## config.mk

```make
export PLATFORM = sky130hd
export DESIGN_NAME = nec_ir_frame_decoder
export DESIGN_NICKNAME = d
export VERILOG_FILES = /design/src/design/necir_pkg.sv /design/src/design/necir_match.sv /design/src/design/necir_frame.sv /design/src/design/nec_ir_frame_decoder.sv
export SDC_FILE = /design/constraint.sdc
export NUM_CORES = 1
export LEC_CHECK = 0
export ABC_CLOCK_PERIOD_IN_PS = 5600
export BUFFER_PORTS_ARGS = -buffer_cell sky130_fd_sc_hd__buf_4
export CAP_MARGIN = 20
export CORE_ASPECT_RATIO = 1.2
export CORE_MARGIN = 4
export CORE_UTILIZATION = 58
export DETAILED_ROUTE_END_ITERATION = 8
export PLACE_DENSITY = 0.83
export SYNTH_ARGS = -nofsm -noshare
export SYNTH_HDL_FRONTEND = slang
export SYNTH_SLANG_ARGS = --single-unit
export TNS_END_PERCENT = 5
```

## constraint.sdc

```tcl
create_clock -name clk -period 5.6 [get_ports clk]
set_clock_uncertainty 0.2 [all_clocks]
set_input_delay 0.28 -clock clk [delete_from_list [all_inputs] [get_ports clk]]
set_output_delay 0.28 -clock clk [all_outputs]
set_load 0.005 [all_outputs]
```

## src/design/necir_pkg.sv

```systemverilog
`timescale 1ns / 1ps
// ----------------------------------------------------------------------------
// necir_pkg
// Shared widths, reset targets, register indexes and result codes of the
// NEC infrared frame decoder.
// ----------------------------------------------------------------------------
package necir_pkg;

  // Width of every duration field and timing target
  localparam int DURATION_WIDTH = 15;

  // Symbol counter: counts up to the saturation value
  localparam int COUNT_WIDTH  = 6;
  localparam int COUNT_SAT    = 34;
  localparam int DATA_SYMBOLS = 32;
  localparam int DATA_WIDTH   = 32;
  localparam int BITPOS_WIDTH = 5;
  localparam int BYTE_WIDTH   = 8;

  // Configuration port
  localparam int CFG_INDEX_WIDTH = 3;

  localparam logic [CFG_INDEX_WIDTH-1:0] REG_LEAD_MARK    = 3'd0;
  localparam logic [CFG_INDEX_WIDTH-1:0] REG_LEAD_SPACE   = 3'd1;
  localparam logic [CFG_INDEX_WIDTH-1:0] REG_REPEAT_SPACE = 3'd2;
  localparam logic [CFG_INDEX_WIDTH-1:0] REG_BIT_MARK     = 3'd3;
  localparam logic [CFG_INDEX_WIDTH-1:0] REG_ONE_SPACE    = 3'd4;
  localparam logic [CFG_INDEX_WIDTH-1:0] REG_ZERO_SPACE   = 3'd5;
  localparam logic [CFG_INDEX_WIDTH-1:0] REG_REPORT_EN    = 3'd6;

  // Reset targets in ticks, cut to the duration width
  localparam logic [DURATION_WIDTH-1:0] RST_LEAD_MARK    = DURATION_WIDTH'(9000);
  localparam logic [DURATION_WIDTH-1:0] RST_LEAD_SPACE   = DURATION_WIDTH'(4500);
  localparam logic [DURATION_WIDTH-1:0] RST_REPEAT_SPACE = DURATION_WIDTH'(2250);
  localparam logic [DURATION_WIDTH-1:0] RST_BIT_MARK     = DURATION_WIDTH'(560);
  localparam logic [DURATION_WIDTH-1:0] RST_ONE_SPACE    = DURATION_WIDTH'(1690);
  localparam logic [DURATION_WIDTH-1:0] RST_ZERO_SPACE   = DURATION_WIDTH'(560);

  localparam logic [BYTE_WIDTH-1:0] BYTE_ALL = 8'hFF;

  // Frame status codes
  typedef enum logic [1:0] {
    ST_DECODED = 2'd0,
    ST_REPEAT  = 2'd1,
    ST_ERROR   = 2'd2,
    ST_INVERSE = 2'd3
  } status_t;

  // Timing matches of one symbol
  typedef struct packed {
    logic lead_mark;
    logic lead_space;
    logic repeat_space;
    logic bit_mark;
    logic one_space;
    logic zero_space;
  } match_t;

  // One frame result
  typedef struct packed {
    status_t                status;
    logic [BYTE_WIDTH-1:0]  address;
    logic [BYTE_WIDTH-1:0]  command;
  } result_t;

endpackage

```

## src/design/necir_match.sv

```systemverilog
`timescale 1ns / 1ps
// ----------------------------------------------------------------------------
// necir_match
// Window compare: a duration hits its target when it lies strictly between
// target minus and target plus a quarter of the target.
// ----------------------------------------------------------------------------
module necir_match (
  input  logic [necir_pkg::DURATION_WIDTH-1:0] duration,
  input  logic [necir_pkg::DURATION_WIDTH-1:0] target,
  output logic                                 hit
);

  logic [necir_pkg::DURATION_WIDTH:0] quarter;
  logic [necir_pkg::DURATION_WIDTH:0] low_bound;
  logic [necir_pkg::DURATION_WIDTH:0] high_bound;
  logic [necir_pkg::DURATION_WIDTH:0] dur_ext;

  // Widen by one bit so the upper bound cannot wrap
  assign quarter    = {3'b000, target[necir_pkg::DURATION_WIDTH-1:2]};
  assign dur_ext    = {1'b0, duration};
  assign low_bound  = {1'b0, target} - quarter;
  assign high_bound = {1'b0, target} + quarter;
  assign hit        = (dur_ext > low_bound) && (dur_ext < high_bound);

endmodule

```

## src/design/necir_frame.sv

```systemverilog
`timescale 1ns / 1ps
// ----------------------------------------------------------------------------
// necir_frame
// Frame state: symbol counter, collected data bits and timing flags, and
// the verdict given on the last symbol of a frame.
// ----------------------------------------------------------------------------
module necir_frame (
  input  logic                       clk,
  input  logic                       rst,
  input  logic                       advance,
  input  necir_pkg::match_t          match,
  input  logic                       last,
  output necir_pkg::result_t         result
);

  logic [necir_pkg::COUNT_WIDTH-1:0]  symbol_count;
  logic [necir_pkg::COUNT_WIDTH-1:0]  symbol_count_next;
  logic [necir_pkg::DATA_WIDTH-1:0]   data_bits;
  logic [necir_pkg::DATA_WIDTH-1:0]   data_bits_next;
  logic                               lead_full_ok;
  logic                               lead_full_ok_next;
  logic                               lead_repeat_ok;
  logic                               lead_repeat_ok_next;
  logic                               bit_error;
  logic                               bit_error_next;
  logic [necir_pkg::COUNT_WIDTH-1:0]  bit_index;
  logic [necir_pkg::BITPOS_WIDTH-1:0] bit_pos;
  logic [necir_pkg::BYTE_WIDTH-1:0]   addr_byte;
  logic [necir_pkg::BYTE_WIDTH-1:0]   addr_inv;
  logic [necir_pkg::BYTE_WIDTH-1:0]   cmd_byte;
  logic [necir_pkg::BYTE_WIDTH-1:0]   cmd_inv;

  assign bit_index = symbol_count - necir_pkg::COUNT_WIDTH'(1);
  assign bit_pos   = bit_index[necir_pkg::BITPOS_WIDTH-1:0];

  // Update the frame state with this symbol
  always_comb begin
    data_bits_next      = data_bits;
    lead_full_ok_next   = lead_full_ok;
    lead_repeat_ok_next = lead_repeat_ok;
    bit_error_next      = bit_error;
    if (symbol_count == '0) begin
      lead_full_ok_next   = match.lead_mark && match.lead_space;
      lead_repeat_ok_next = match.lead_mark && match.repeat_space;
    end else if (symbol_count <= necir_pkg::COUNT_WIDTH'(necir_pkg::DATA_SYMBOLS)) begin
      priority if (!match.bit_mark) begin
        bit_error_next = 1'b1;
      end else if (match.one_space) begin
        data_bits_next = data_bits | (necir_pkg::DATA_WIDTH'(1) << bit_pos);
      end else if (!match.zero_space) begin
        bit_error_next = 1'b1;
      end else begin
        // a clean zero bit leaves the word as it is
      end
    end
    if (symbol_count < necir_pkg::COUNT_WIDTH'(necir_pkg::COUNT_SAT)) begin
      symbol_count_next = symbol_count + necir_pkg::COUNT_WIDTH'(1);
    end else begin
      symbol_count_next = symbol_count;
    end
  end

  // Split the collected word into bytes
  assign addr_byte = data_bits_next[7:0];
  assign addr_inv  = data_bits_next[15:8];
  assign cmd_byte  = data_bits_next[23:16];
  assign cmd_inv   = data_bits_next[31:24];

  // Judge the frame: repeat first, then length and timing, then inverses
  always_comb begin
    result.address = '0;
    result.command = '0;
    priority if (symbol_count_next >= necir_pkg::COUNT_WIDTH'(2) && lead_repeat_ok_next) begin
      result.status = necir_pkg::ST_REPEAT;
    end else if (symbol_count_next < necir_pkg::COUNT_WIDTH'(necir_pkg::DATA_SYMBOLS + 1)
                 || !lead_full_ok_next || bit_error_next) begin
      result.status = necir_pkg::ST_ERROR;
    end else if ((addr_byte ^ addr_inv) != necir_pkg::BYTE_ALL
                 || (cmd_byte ^ cmd_inv) != necir_pkg::BYTE_ALL) begin
      result.status = necir_pkg::ST_INVERSE;
    end else begin
      result.status  = necir_pkg::ST_DECODED;
      result.address = addr_byte;
      result.command = cmd_byte;
    end
  end

  // Advance the state; drop it after the last symbol of a frame
  always_ff @(posedge clk) begin
    if (rst) begin
      symbol_count   <= '0;
      data_bits      <= '0;
      lead_full_ok   <= 1'b0;
      lead_repeat_ok <= 1'b0;
      bit_error      <= 1'b0;
    end else if (advance) begin
      if (last) begin
        symbol_count   <= '0;
        data_bits      <= '0;
        lead_full_ok   <= 1'b0;
        lead_repeat_ok <= 1'b0;
        bit_error      <= 1'b0;
      end else begin
        symbol_count   <= symbol_count_next;
        data_bits      <= data_bits_next;
        lead_full_ok   <= lead_full_ok_next;
        lead_repeat_ok <= lead_repeat_ok_next;
        bit_error      <= bit_error_next;
      end
    end
  end

endmodule

```

## src/design/nec_ir_frame_decoder.sv

```systemverilog
`timescale 1ns / 1ps
// ----------------------------------------------------------------------------
// nec_ir_frame_decoder
// NEC infrared frame decoder: judges symbols of mark and space durations and
// gives one status, address and command per frame.
// ----------------------------------------------------------------------------
// Takes one symbol per clock while not stalled. A symbol is registered on
// arrival, then checked against the six timing windows and folded into the
// frame state as it leaves the symbol register; the verdict of a frame is
// loaded into the output register at that same edge and offered from there.
// A result is only produced when report_enable is set; otherwise frames are
// judged and dropped. The input stalls only while a finished result waits in
// the output register and the registered symbol would produce another. The
// user must write configuration while no symbol is in flight; the block does
// not enforce this. Index 6 is report_enable, indexes past it are ignored.
// ----------------------------------------------------------------------------
module nec_ir_frame_decoder (
  input  logic                                  clk,
  input  logic                                  rst,
  // configuration
  input  logic                                  cfg_write,
  input  logic [necir_pkg::CFG_INDEX_WIDTH-1:0] cfg_index,
  input  logic [necir_pkg::DURATION_WIDTH-1:0]  cfg_data,
  // symbol requests
  input  logic                                  in_valid,
  output logic                                  in_stall,
  input  logic [necir_pkg::DURATION_WIDTH-1:0]  mark_ticks,
  input  logic [necir_pkg::DURATION_WIDTH-1:0]  space_ticks,
  input  logic                                  frame_end,
  // result requests
  output logic                                  out_valid,
  input  logic                                  out_stall,
  output logic [1:0]                            status,
  output logic [necir_pkg::BYTE_WIDTH-1:0]      address,
  output logic [necir_pkg::BYTE_WIDTH-1:0]      command
);

  logic [necir_pkg::DURATION_WIDTH-1:0] lead_mark_ticks;
  logic [necir_pkg::DURATION_WIDTH-1:0] lead_space_ticks;
  logic [necir_pkg::DURATION_WIDTH-1:0] repeat_space_ticks;
  logic [necir_pkg::DURATION_WIDTH-1:0] bit_mark_ticks;
  logic [necir_pkg::DURATION_WIDTH-1:0] one_space_ticks;
  logic [necir_pkg::DURATION_WIDTH-1:0] zero_space_ticks;
  logic                                 report_enable;

  logic                                 sym_valid;
  logic [necir_pkg::DURATION_WIDTH-1:0] sym_mark;
  logic [necir_pkg::DURATION_WIDTH-1:0] sym_space;
  logic                                 sym_last;

  logic                                 sym_emits;
  logic                                 sym_advance;
  logic                                 sym_fire;
  logic                                 in_accept;
  logic                                 out_take;

  necir_pkg::match_t                    match;
  necir_pkg::result_t                   frame_result;
  necir_pkg::result_t                   out_result;

  // Configuration registers
  always_ff @(posedge clk) begin
    if (rst) begin
      lead_mark_ticks    <= necir_pkg::RST_LEAD_MARK;
      lead_space_ticks   <= necir_pkg::RST_LEAD_SPACE;
      repeat_space_ticks <= necir_pkg::RST_REPEAT_SPACE;
      bit_mark_ticks     <= necir_pkg::RST_BIT_MARK;
      one_space_ticks    <= necir_pkg::RST_ONE_SPACE;
      zero_space_ticks   <= necir_pkg::RST_ZERO_SPACE;
      report_enable      <= 1'b0;
    end else if (cfg_write) begin
      unique case (cfg_index)
        necir_pkg::REG_LEAD_MARK:    lead_mark_ticks    <= cfg_data;
        necir_pkg::REG_LEAD_SPACE:   lead_space_ticks   <= cfg_data;
        necir_pkg::REG_REPEAT_SPACE: repeat_space_ticks <= cfg_data;
        necir_pkg::REG_BIT_MARK:     bit_mark_ticks     <= cfg_data;
        necir_pkg::REG_ONE_SPACE:    one_space_ticks    <= cfg_data;
        necir_pkg::REG_ZERO_SPACE:   zero_space_ticks   <= cfg_data;
        necir_pkg::REG_REPORT_EN:    report_enable      <= cfg_data[0];
        default: begin
        end
      endcase
    end
  end

  // Flow control: the registered symbol moves on unless its result has
  // nowhere to go
  assign out_take    = out_valid && !out_stall;
  assign sym_emits   = sym_last && report_enable;
  assign sym_advance = !sym_emits || !out_valid || !out_stall;
  assign sym_fire    = sym_valid && sym_advance;
  assign in_stall    = sym_valid && !sym_advance;
  assign in_accept   = in_valid && !in_stall;

  // Symbol register
  always_ff @(posedge clk) begin
    if (rst) begin
      sym_valid <= 1'b0;
    end else if (in_accept) begin
      sym_valid <= 1'b1;
    end else if (sym_fire) begin
      sym_valid <= 1'b0;
    end
  end

  always_ff @(posedge clk) begin
    if (in_accept) begin
      sym_mark  <= mark_ticks;
      sym_space <= space_ticks;
      sym_last  <= frame_end;
    end
  end

  // Timing windows
  necir_match u_lead_mark (
    .duration (sym_mark),
    .target   (lead_mark_ticks),
    .hit      (match.lead_mark)
  );

  necir_match u_lead_space (
    .duration (sym_space),
    .target   (lead_space_ticks),
    .hit      (match.lead_space)
  );

  necir_match u_repeat_space (
    .duration (sym_space),
    .target   (repeat_space_ticks),
    .hit      (match.repeat_space)
  );

  necir_match u_bit_mark (
    .duration (sym_mark),
    .target   (bit_mark_ticks),
    .hit      (match.bit_mark)
  );

  necir_match u_one_space (
    .duration (sym_space),
    .target   (one_space_ticks),
    .hit      (match.one_space)
  );

  necir_match u_zero_space (
    .duration (sym_space),
    .target   (zero_space_ticks),
    .hit      (match.zero_space)
  );

  // Frame state and verdict
  necir_frame u_frame (
    .clk     (clk),
    .rst     (rst),
    .advance (sym_fire),
    .match   (match),
    .last    (sym_last),
    .result  (frame_result)
  );

  // Output register: load a verdict, hold it until taken
  always_ff @(posedge clk) begin
    if (rst) begin
      out_valid <= 1'b0;
    end else if (sym_fire && sym_emits) begin
      out_valid <= 1'b1;
    end else if (out_take) begin
      out_valid <= 1'b0;
    end
  end

  always_ff @(posedge clk) begin
    if (sym_fire && sym_emits) begin
      out_result <= frame_result;
    end
  end

  assign status  = out_result.status;
  assign address = out_result.address;
  assign command = out_result.command;

endmodule
```

==> results.yml <==
run_status:
  status: "complete, no violations"
route:
  via_per_inst: 6.13
  firstDrtPassIters: 6
  drtIter0Drc: 1176
  route.detailed.drc: 0
  finalWirelength_microns: 53100
  dr_total_vias: 17300
  wl_per_cell_microns: 18.8
  antenna_left: 0
floorplanning:
  fp.dieW_microns: 171
  core-area_sq_um: 31400
  fp.dieH_microns: 203
  row_count: 71
  ioPinCount: 74
  start_util_pct: 58.9
  die_area_sq_um: 34800
synthesis:
  synth_ff_type: "dfxtp_1"
  synth_area_per_cell_sq_um: 8.05
  syn_area_sq_um: 18500
  syn_nets: 2698
  synth_top_cell_by_area: "ha_1"
  synth_top_area_share_pct: 22.9
  syn_inst: 2294
  ys_warn_count: 0
  synth_cell_types: 78
  synthTopCellsByArea: "ha_1 23%, dfxtp_1 15%, edfxtp_1 8.0%, a21oi_1 6.9%, xnor2_1 6.2%"
  ys_seq_area_share_pct: 22.5
  synth_edf_count: 49
  async_reset_ff_share_pct: 0
  synth_seq_cells: 183
worst_hold_path:
  hp-start: "cfg_index[2]"
  worstHoldPathType: "primary input to flop"
power:
  p_int_mw: 2.51
  pwr-share-seq_pct: 38.4
  combPwrFrac_pct: 28.9
  power_frac_clock_pct: 32.8
  power_switching_mw: 1.35
  power_density_nw_per_um2: 183
  switching_share_pct: 34.9
  p_leak_nw: 8.93
  peakVddDrop_mv: 0.209
setup_path:
  crit_start: "bit_mark_ticks[2]"
  r2r_start: "bit_mark_ticks[2]"
  setup.worst_path.end_class: "flop"
  crit_fanout: 8
  cpLargestDelayFamily: "compound AO/OA/AOI/OAI gates"
  slowest_delay_ns: 0.40
  cp_cell_sequence: "buf_4 > ha_1 > buf_4 > a211oi_2 > a21oi_2 > o41ai_4 > a21oi_1 > nor2_1 > nor2_1 > xnor2_1 > ha_1 > a21o_1 > a211oi_1 > o211ai_1 > o31a_1 > a311o_1 > or3_4 > a311o_1 > a211o_4 > clkbuf_16 > nor4_2"
  path_buf_inv: 3
  worstPathArrival_ns: 5.60
  cp.required_ns: 5.66
  critical_path_class: "flop to flop"
  startpoint_type: "flop"
  critical_path.slowest_cell: "or3_4"
finish:
  finalInstanceArea_sq_um: 21100
  antenna_cells: 0
  layout-drive-gt1-share_pct: 10.8
  area_growth_pct: 14.5
  final_nets: 2811
timing:
  period_share_pct: 98.9
  slew_headroom_pct: 29.6
  period_needed_ns: 5.54
  finalSetupViolCount: 0
  timing.fmax_mhz: 181
  finalSetupTns_ns: 0
  drv_slew: 0
  hold_viol: 0
  rsz0062_at_grt: "yes"
  worst_pin_slew_ns: 1.05
clock_tree:
  htreeDepth: 4
  cts_tree: "yes"
  clock_sinks: 183
  clkLatencyLatePin_ns: 0.46
  clk_pin_slew_worst_paths_ns: 0.08
  cts_root_buffer: "clkbuf_16"
  cts_buffer_depth: 2
  cts_buffers: 17
placement:
  dp.final_hpwl_microns: 39500
  globalplace.congestion: 0.978
  place_area_sq_um: 19500
  port_buffers: 73
global_route:
  grt_pass1_vias: 16900
  grt_pass1_wl_microns: 84000
  grt_max_degree: 68
  antenna_found_initial: 2
  grt_overflow: 0
  gr-usage-all-layers_pct: 29.7
flow_run:
  max-cap-violations: 0
-- timing repair --
action                                  CTS  global route
pin swaps                                 1            41
cloned                                    0             2
endpoints found under the setup margin   17            49
hold buffers                             48             0
setup buffers                             0             8
resized for setup                         7            85
endpoints found under the hold margin   119             0
-- synthesized netlist by cell type (all sizes together), types with 13 or more instances --
cell type	n
o21bai	28
nand3	26
a21o	37
a31oi	32
edfxtp	49
xor2	25
xnor2	131
nand2b	38
clkbuf	73
o211ai	14
a211o	24
nor2b	37
inv	187
nand2	225
o22ai	13
o21ai	102
a21oi	256
dfxtp	134
nor4	28
ha	338
o21a	30
nand4	23
nor2	195
a211oi	27
nor3	38
-- metal layers --
layer	track usage [%]	share of wire (%)
met2	52.0	49
met3	4.56	5.6
met1	35.5	40
met4	14.4	5.2
met5	0	0.051
-- layout by cell type (no fill, tap or decap), types with 7 or more instances in the layout --
cell type,n
a221oi_1,10
and3_1,10
nand3_1,25
nor2b_1,35
o21bai_1,28
clkbuf_16,19
a211o_1,23
o22ai_1,13
xor2_1,25
dfxtp_2,11
nand2b_1,38
nand4_1,23
a22oi_1,12
a21o_1,37
xnor2_1,131
dlygate4sd3_1,48
inv_1,183
a21oi_2,16
a31oi_1,32
a21oi_1,240
a2111oi_0,7
nor2_1,194
edfxtp_1,49
o21ai_1,14
nand2_1,224
nor4_2,11
a211oi_2,9
a211oi_1,18
o31ai_1,8
dfxtp_1,123
or3_1,8
o21a_1,30
o21ai_0,87
ha_1,336
o211ai_1,14
nand3b_1,10
buf_4,122
nor4_1,13
nor3_1,34
fa_1,10
-- logic make-up after synthesis --
| kind of cell | after synthesis | synth area share [%] |
|---|---|---|
| AND/OR/NAND/NOR | 663 | 17.0 |
| multiplexers | 5 | 0.298 |
| buffers and inverters | 273 | 5.76 |
| AO/OA/AOI/OAI | 664 | 22.9 |
| adder cells (fa/ha/maj) | 350 | 24.2 |
| XOR/XNOR | 156 | 7.40 |
| flip-flops | 183 | 22.5 |
-- power by group through the flow --
stage                     logic [mW]  clock network (mW)  registers, mW
final                           1.11                1.26           1.48
after global routing            1.25                1.33           1.48
after CTS                       1.06                1.28           1.48
after detailed placement        1.03                   0           1.51
after global placement         0.988                   0           1.51
after floorplan                0.746                   0           1.47
-- sequential cells by signal, summed over array words and instances (netlist names), 2 cells and up --
register              flops
address                   8
bit_mark_ticks           15
command                   8
lead_mark_ticks          15
lead_space_ticks         15
one_space_ticks          15
repeat_space_ticks       15
status                    2
sym_mark                 15
sym_space                15
u_frame.data_bits        32
u_frame.symbol_count      6
zero_space_ticks         15
-- area by class of cell --
| class | instances | area (sq um) |
|---|---|---|
| fill | 2502 | 10200 |
| clock inverter | 15 | 198 |
| tap | 401 | 502 |
| sequential | 183 | 4170 |
| multi-input combinational | 1838 | 13600 |
| timing repair buffer | 179 | 1580 |
| inverter | 188 | 706 |
| clock buffer | 17 | 425 |
-- stage by stage --
step	hold slack, ns	cells	total power [mW]	util (%)	setup WS [ns]
finish	0.0321	2821	3.86	67.4	0.0613
floorplan	0.179	2294	2.21	-	0.175
global placement	0.236	2728	2.49	62.3	-0.0220
detailed placement	0.243	2728	2.53	62.3	-0.149
CTS	0.0304	2808	3.82	65.9	-0.000593
global route	0.0564	2821	4.07	67.4	-0.141
-- worst min-delay path, delay by kind of cell --
kind                   cells  cell delay [ns]
buffers and inverters      1             0.14
and+or+nand+nor            2             0.15
muxes                      1             0.07
-- path summary, 6_finish.rpt --
path              slack (ns)  depth (start not counted)                endpoint
setup / recovery        0.06                         21              command[2]
hold / removal          0.03                          4           report_enable
setup reg to reg        0.06                         21              command[2]
hold reg to reg         0.25                          2  u_frame.lead_repeat_ok
(Power assumes the default switching activity.)
